<file path="src/rtl/dbt_pkg.sv">
`timescale 1ns / 1ps
// ----------------------------------------------------------------------------
// dbt_pkg
// Shared types, codes and constants of the dirty block tracker.
// ----------------------------------------------------------------------------
package dbt_pkg;

    localparam int TABLE_DEPTH_DEF = 16384;

    localparam int OP_W        = 2;
    localparam int BLOCK_ID_W  = 16;
    localparam int OUT_BLOCK_W = 14;

    localparam int ROW_BITS = 32;
    localparam int BIT_W    = 5;

    localparam logic [OP_W-1:0] OP_MARK  = 2'd0;
    localparam logic [OP_W-1:0] OP_DRAIN = 2'd1;
    localparam logic [OP_W-1:0] OP_CLEAR = 2'd2;

    typedef struct packed {
        logic [OP_W-1:0]       op;
        logic [BLOCK_ID_W-1:0] block_id;
    } dbt_in_t;

    typedef struct packed {
        logic                   found;
        logic [OUT_BLOCK_W-1:0] out_block;
        logic                   pending;
    } dbt_out_t;

    typedef struct packed {
        logic cap_mark;
        logic cap_drain;
        logic res_plain;
        logic mem_rd;
        logic mark_wr;
        logic drain_step;
        logic clr_start;
        logic clr_step;
        logic clr_report;
    } dbt_cmd_t;

    typedef struct packed {
        logic in_range;
        logic empty;
        logic hit;
        logic last_row;
        logic clr_last;
    } dbt_status_t;

endpackage

</file>
<file path="src/rtl/dbt_ctrl.sv">
`timescale 1ns / 1ps
// ----------------------------------------------------------------------------
// dbt_ctrl
// Sequencer for mark, drain and clear beats; drives the datapath commands.
// ----------------------------------------------------------------------------
module dbt_ctrl
    import dbt_pkg::*;
(
    input  logic            clk,
    input  logic            rst_n,
    input  logic            start,
    input  logic [OP_W-1:0] op,
    input  dbt_status_t     st,
    output dbt_cmd_t        cmd,
    output logic            busy,
    output logic            done
);

    localparam logic [2:0] S_IDLE  = 3'd0;
    localparam logic [2:0] S_MK_RD = 3'd1;
    localparam logic [2:0] S_MK_WR = 3'd2;
    localparam logic [2:0] S_DR_RD = 3'd3;
    localparam logic [2:0] S_DR_EV = 3'd4;
    localparam logic [2:0] S_CLR   = 3'd5;

    logic [2:0] state_reg;
    logic [2:0] state_next;
    logic       report_reg;
    logic       report_next;
    logic       done_reg;
    logic       done_next;

    always_comb
    begin
        state_next  = state_reg;
        report_next = report_reg;
        done_next   = 1'b0;
        cmd         = '0;
        case (state_reg)
            S_IDLE:
            begin
                if (start)
                begin
                    case (op)
                        OP_MARK:
                        begin
                            if (st.in_range)
                            begin
                                cmd.cap_mark = 1'b1;
                                state_next   = S_MK_RD;
                            end
                            else
                            begin
                                cmd.res_plain = 1'b1;
                                done_next     = 1'b1;
                            end
                        end
                        OP_DRAIN:
                        begin
                            if (!st.empty)
                            begin
                                cmd.cap_drain = 1'b1;
                                state_next    = S_DR_RD;
                            end
                            else
                            begin
                                cmd.res_plain = 1'b1;
                                done_next     = 1'b1;
                            end
                        end
                        OP_CLEAR:
                        begin
                            cmd.clr_start = 1'b1;
                            report_next   = 1'b1;
                            state_next    = S_CLR;
                        end
                        default:
                        begin
                            cmd.res_plain = 1'b1;
                            done_next     = 1'b1;
                        end
                    endcase
                end
            end
            S_MK_RD:
            begin
                cmd.mem_rd = 1'b1;
                state_next = S_MK_WR;
            end
            S_MK_WR:
            begin
                cmd.mark_wr = 1'b1;
                done_next   = 1'b1;
                state_next  = S_IDLE;
            end
            S_DR_RD:
            begin
                cmd.mem_rd = 1'b1;
                state_next = S_DR_EV;
            end
            S_DR_EV:
            begin
                cmd.drain_step = 1'b1;
                if (st.hit || st.last_row)
                begin
                    done_next  = 1'b1;
                    state_next = S_IDLE;
                end
                else
                begin
                    state_next = S_DR_RD;
                end
            end
            S_CLR:
            begin
                cmd.clr_step   = 1'b1;
                cmd.clr_report = report_reg;
                if (st.clr_last)
                begin
                    done_next   = report_reg;
                    report_next = 1'b0;
                    state_next  = S_IDLE;
                end
            end
            default:
            begin
                state_next = S_IDLE;
            end
        endcase
    end

    // sweep the table after reset before taking any beat
    always_ff @(posedge clk or negedge rst_n)
    begin
        if (!rst_n)
        begin
            state_reg  <= S_CLR;
            report_reg <= 1'b0;
            done_reg   <= 1'b0;
        end
        else
        begin
            state_reg  <= state_next;
            report_reg <= report_next;
            done_reg   <= done_next;
        end
    end

    assign busy = (state_reg != S_IDLE);
    assign done = done_reg;

`ifndef SYNTHESIS
    a_accept_progress: assert property (@(posedge clk) disable iff (!rst_n)
        (start && !busy) |=> (busy || done))
        else $error("accepted beat neither in flight nor answered");

    a_mark_done: assert property (@(posedge clk) disable iff (!rst_n)
        (state_reg == S_MK_WR) |=> (done && !busy))
        else $error("mark write not followed by result");

    a_scan_loop: assert property (@(posedge clk) disable iff (!rst_n)
        (cmd.drain_step && !st.hit && !st.last_row) |=> (state_reg == S_DR_RD))
        else $error("drain scan did not advance to next row");
`endif

endmodule

</file>
<file path="config.mk">
export PLATFORM = sky130hd
export DESIGN_NAME = dbt_ctrl
export DESIGN_NICKNAME = d
export VERILOG_FILES = /design/src/rtl/dbt_pkg.sv /design/src/rtl/dbt_ctrl.sv
export SDC_FILE = /design/constraint.sdc
export NUM_CORES = 1
export LEC_CHECK = 0
export ABC_AREA = 1
export CAP_MARGIN = 10
export CORE_AREA = 5 5 42 44
export DETAILED_ROUTE_END_ITERATION = 10
export DIE_AREA = 0 0 47 49
export DONT_BUFFER_PORTS = 1
export PLACE_DENSITY = 0.55
export SYNTH_ARGS = -nofsm -noshare
export SYNTH_HDL_FRONTEND = slang
export SYNTH_SLANG_ARGS = --single-unit
</file>
<file path="constraint.sdc">
create_clock -name clk -period 1.25 [get_ports clk]
set_input_delay 0.25 -clock clk [delete_from_list [all_inputs] [get_ports clk]]
set_output_delay 0.25 -clock clk [all_outputs]
set_load 0.05 [all_outputs]
</file>
# After elaboration in Yosys (flattened, before gate mapping)
# Index checks and enable logic that the tools add are counted.
op_classes:
  n_eq_ne: 13
  n_reduce_logical: 8
  muxes: 31
op_table:
  columns: ["op", "count"]
  rows:
  - ["$mux 1", 18]
  - ["$mux 3", 6]
  - ["$pmux 3 s5", 1]
  - ["$pmux 3 s3", 1]
  - ["$eq 3x2->1 const B", 2]
  - ["$eq 3x3->1 const B", 2]
  - ["$ne 3x3->1 const B", 2]
  - ["$reduce_and 5->1", 1]
  - ["$mux 2", 2]
  - ["$ne 2x2->1 const B", 2]
  - ["$ne 4x1->1 const B", 1]
  - ["$pmux 1 s4", 1]
  - ["$reduce_and 4->1", 1]
  - ["$eq 3x1->1 const B", 1]
  - ["$logic_not 3->1", 1]
  - ["$pmux 1 s3", 1]
  - ["$reduce_bool 3->1", 1]
  - ["$eq 2x1->1 const B", 1]
  - ["$eq 2x2->1 const B", 1]
  - ["$logic_not 2->1", 1]
  - ["$ne 2x1->1 const B", 1]
  - ["$pmux 1 s2", 1]
  - ["$reduce_bool 2->1", 1]
  - ["$reduce_or 2->1", 1]
  - ["$logic_or 1x1->1", 1]
totals:
  output_inout_bits: 11
  input_bits: 10
  ff_bits: 5
  word_cells: 55

# Longest topological paths before layout
depth:
  depth_word: 4
  mapped_depth: 7
  mapped_depth_nobuf: 7

# Least setup slack after synthesis
# Ideal clock, no wire load.
synth_timing:
  path_type: "flip-flop to output port"
  startpoint: "register state_reg[1]"
  endpoint: "output port cmd[7] (netlist bit)"
  path_buffers: 0
  t_required_ns: 1.000
  arrival_time_ns: 1.936
  stages_incl_launch_ff: 6
  slack_ns: -0.936
  cell_sequence: "dfrtp_1 nor2_4 nand2_4 inv_4 nand2_4 nor3_1"
synth_lines:
  columns: ["item", "line", "text"]
  rows:
  - ["start: declaration", "dbt_ctrl.sv:26", "logic [2:0] state_reg;"]
  - ["start signal: assignment", "dbt_ctrl.sv:143", "state_reg <= state_next;"]
  - ["end: declaration", "dbt_ctrl.sv:14", "output dbt_cmd_t cmd,"]

==> reports/metrics.cfg <==
[status]
outcome = finished, violations left
violations = negative setup slack

[timing]
setup_ws_ps = -362.5
layout_min_cycle_time_ps = 1612
finalSetupViolCount = 15
max_freq_ghz = 0.6202
rsz0062_at_grt = yes
finClkSkew_ps = 3.964
slew_headroom_pct = 70.76
hold_viol = 0
worstMarginPinSlew_ps = 439.0
fin_crit_sh_pct = 129.0
slew_violations = 0

[run]
max_cap_violations = 0

[layout]
mostFrequentLayoutCells = buf_4, nor2_4, nand2_1, buf_12, nand3_1
largest_register_ffs = 3
final_common_cell = buf_4
syn2layout_area_growth_pct = 112.5
fin_nets = 105
final_area_um2 = 914.6
antenna_cells = 0
drive_gt1_share_pct = 61.70

[yosys]
ys_seq_area_share_pct = 29.65
yosysUniqueCellTypes = 18
ys_seq_elements = 5
yosys_warnings = 0
syn_inst = 62
synth_top_area_share_pct = 17.44
yosysTopAreaCell = dfrtp_1
syn_avg_cell_area_um2 = 6.942
netlist_area_um2 = 430.4
synth_fp_nets = 72
synth_area_leaders = dfrtp_1, dfstp_2, nand3_1

[routing]
vias = 533
drt_wl_total_um = 1358
avgRoutedWirePerCell_um = 12.35
firstDrtPassIters = 3
ant_nets = 0
viasPerCell = 4.845
drt_iter0_markers = 3
drc = 0

[global_route]
grt_pass1_wl_um = 2221
first_global_vias = 558
antenna_found_initial = 0
grt_start_max_net_pins = 6
gr-total-overflow = 0
grt.total_usage_pct = 12.80

[die]
initial_core_util_pct = 30.71
fp.dieW_um = 47
rows = 14
dieHeight_um = 49
ioPinCount = 21
dieArea_um2 = 2303
core_area_um2 = 1401

[worst_setup_path]
criticalPathCategory = register to primary output
slowest_delay_ps = 600
path_common_cell = nand2_8
crit_family = flip-flops
cp.arrival_ps = 1360
crit_buf_inv = 3
crit_path_end_kind = primary output
worst-path-max-fanout = 4
slowest_stage = dfstp_2
cp_data_required_time_ps = 1000
startpoint_type = register
path_cells = clkinv_4 > nand2_8 > inv_8 > nand2_8 > nor3_4 > buf_12

[clocking]
cts_made_buffers = 3
cts_sinks = 5
ctsRootBufferMaster = clkbuf_4
clkTransAtPathRegs_ps = 50
cts_tree = yes
clockBufferDepth = 2
clk_latency_ps = 240
h-tree-depth = 1

[place]
routabilityCongestion = 0.7922
portBuffers = 0
preCtsSetupSlack_ps = -88.55
post_dp_cell_area_um2 = 765.7
hpwlAfterDp_um = 1080

[power]
power_frac_clock_pct = 8.1
power.leakage_nw = 0.4087
internal_power_w = 0.001165
p_seq_share_pct = 16.2
p_sw_share_pct = 49.23
combPwrFrac_pct = 75.7
power_density_nw_per_um2 = 2508
switchingPower_w = 0.001129
vdd.ir_drop.worst_uv = 1493

[hold_path]
hold_path_class = input pin to register

## cells in the mapped netlist
cell type  n
nand2_1    9
nand3_1    9
nor2_1     8
inv_1      7
nor2_4     4
o21ai_1    4
dfrtp_1    3
inv_2      3
nor3_1     3
dfstp_2    2
nand2_4    2
nor2_2     2
inv_4      1
nand2_2    1
nand3_2    1
nand3b_1   1
nand4_1    1
o21ai_0    1
## path summary, 6_finish.rpt
path / slack (ps) / cells past startpoint / startpoint / endpoint
min in group asynchronous: 300 / 1 / rst_n / done$_DFF_PN0_
min reg2reg: 500 / 2 / report_reg$_DFFE_PN0P_ / report_reg$_DFFE_PN0P_
max in group asynchronous: 690 / 1 / rst_n / state_reg[0]$_DFFE_PN1P_
max: -360 / 6 / state_reg[2]$_DFFE_PN1P_ / cmd[7]
min: 160 / 2 / st[0] / done$_DFF_PN0_
max reg2reg: -260 / 8 / state_reg[2]$_DFFE_PN1P_ / state_reg[1]$_DFFE_PN0P_
## area by class of cell
type	instances	area, um^2
timing repair buffer	28	339.1
fill	108	486.7
sequential	5	127.6
multi-input combinational	46	341.6
clock buffer	4	26.28
tap	16	20.02
inverter	11	60.06
## metal layers
| metal | GRT usage (%) | vias up | routed length, um |
|---|---|---|---|
| li1 | - | 262 | - |
| met1 | 14.48 | 248 | 516 |
| met2 | 20.81 | 21 | 727 |
| met3 | 4.428 | 2 | 98 |
| met4 | 5.530 | 0 | 15 |
| met5 | 0 | - | 0 |
## cells by family after synthesis
kind of cell,share of synthesized area (%)
flops,29.65
compound gates,5.813
simple gates,54.36
buf+inv,10.18
## metrics by stage
stage / total power (W) / util (%) / setup TNS (ps) / cells / hold WS, ps
3_3_place_gp: 0.001790 / 54.64 / -348.2 / 98 / -45.47
5_1_grt: 0.002424 / 65.27 / -4788 / 110 / 150.3
6_report: 0.002294 / 65.27 / -4017 / 110 / 155.2
3_5_place_dp: 0.001809 / 54.64 / -583.5 / 98 / -45.48
4_1_cts: 0.002211 / 62.86 / -3366 / 108 / 158.1
2_1_floorplan: 0.001260 / - / -1152 / 62 / -45.59
## power groups by stage
stage	Clock [W]	Combinational, W	Sequential, W
6_report	0.000185	0.00174	0.000372
5_1_grt	0.000200	0.00185	0.000379
4_1_cts	0.000184	0.00167	0.000358
3_5_place_dp	0	0.00146	0.000350
3_3_place_gp	0	0.00144	0.000346
2_1_floorplan	0	0.000901	0.000360
## repair_timing
| action | CTS | global route |
|---|---|---|
| setup endpoints to repair | 15 | 15 |
| buffers inserted | 5 | 4 |
| hold buffers | 1 | 0 |
| endpoints found under the hold margin | 5 | 0 |
| pin swaps | 4 | 5 |
| gates resized for setup | 11 | 8 |
Power figures use the tool's default switching activity.
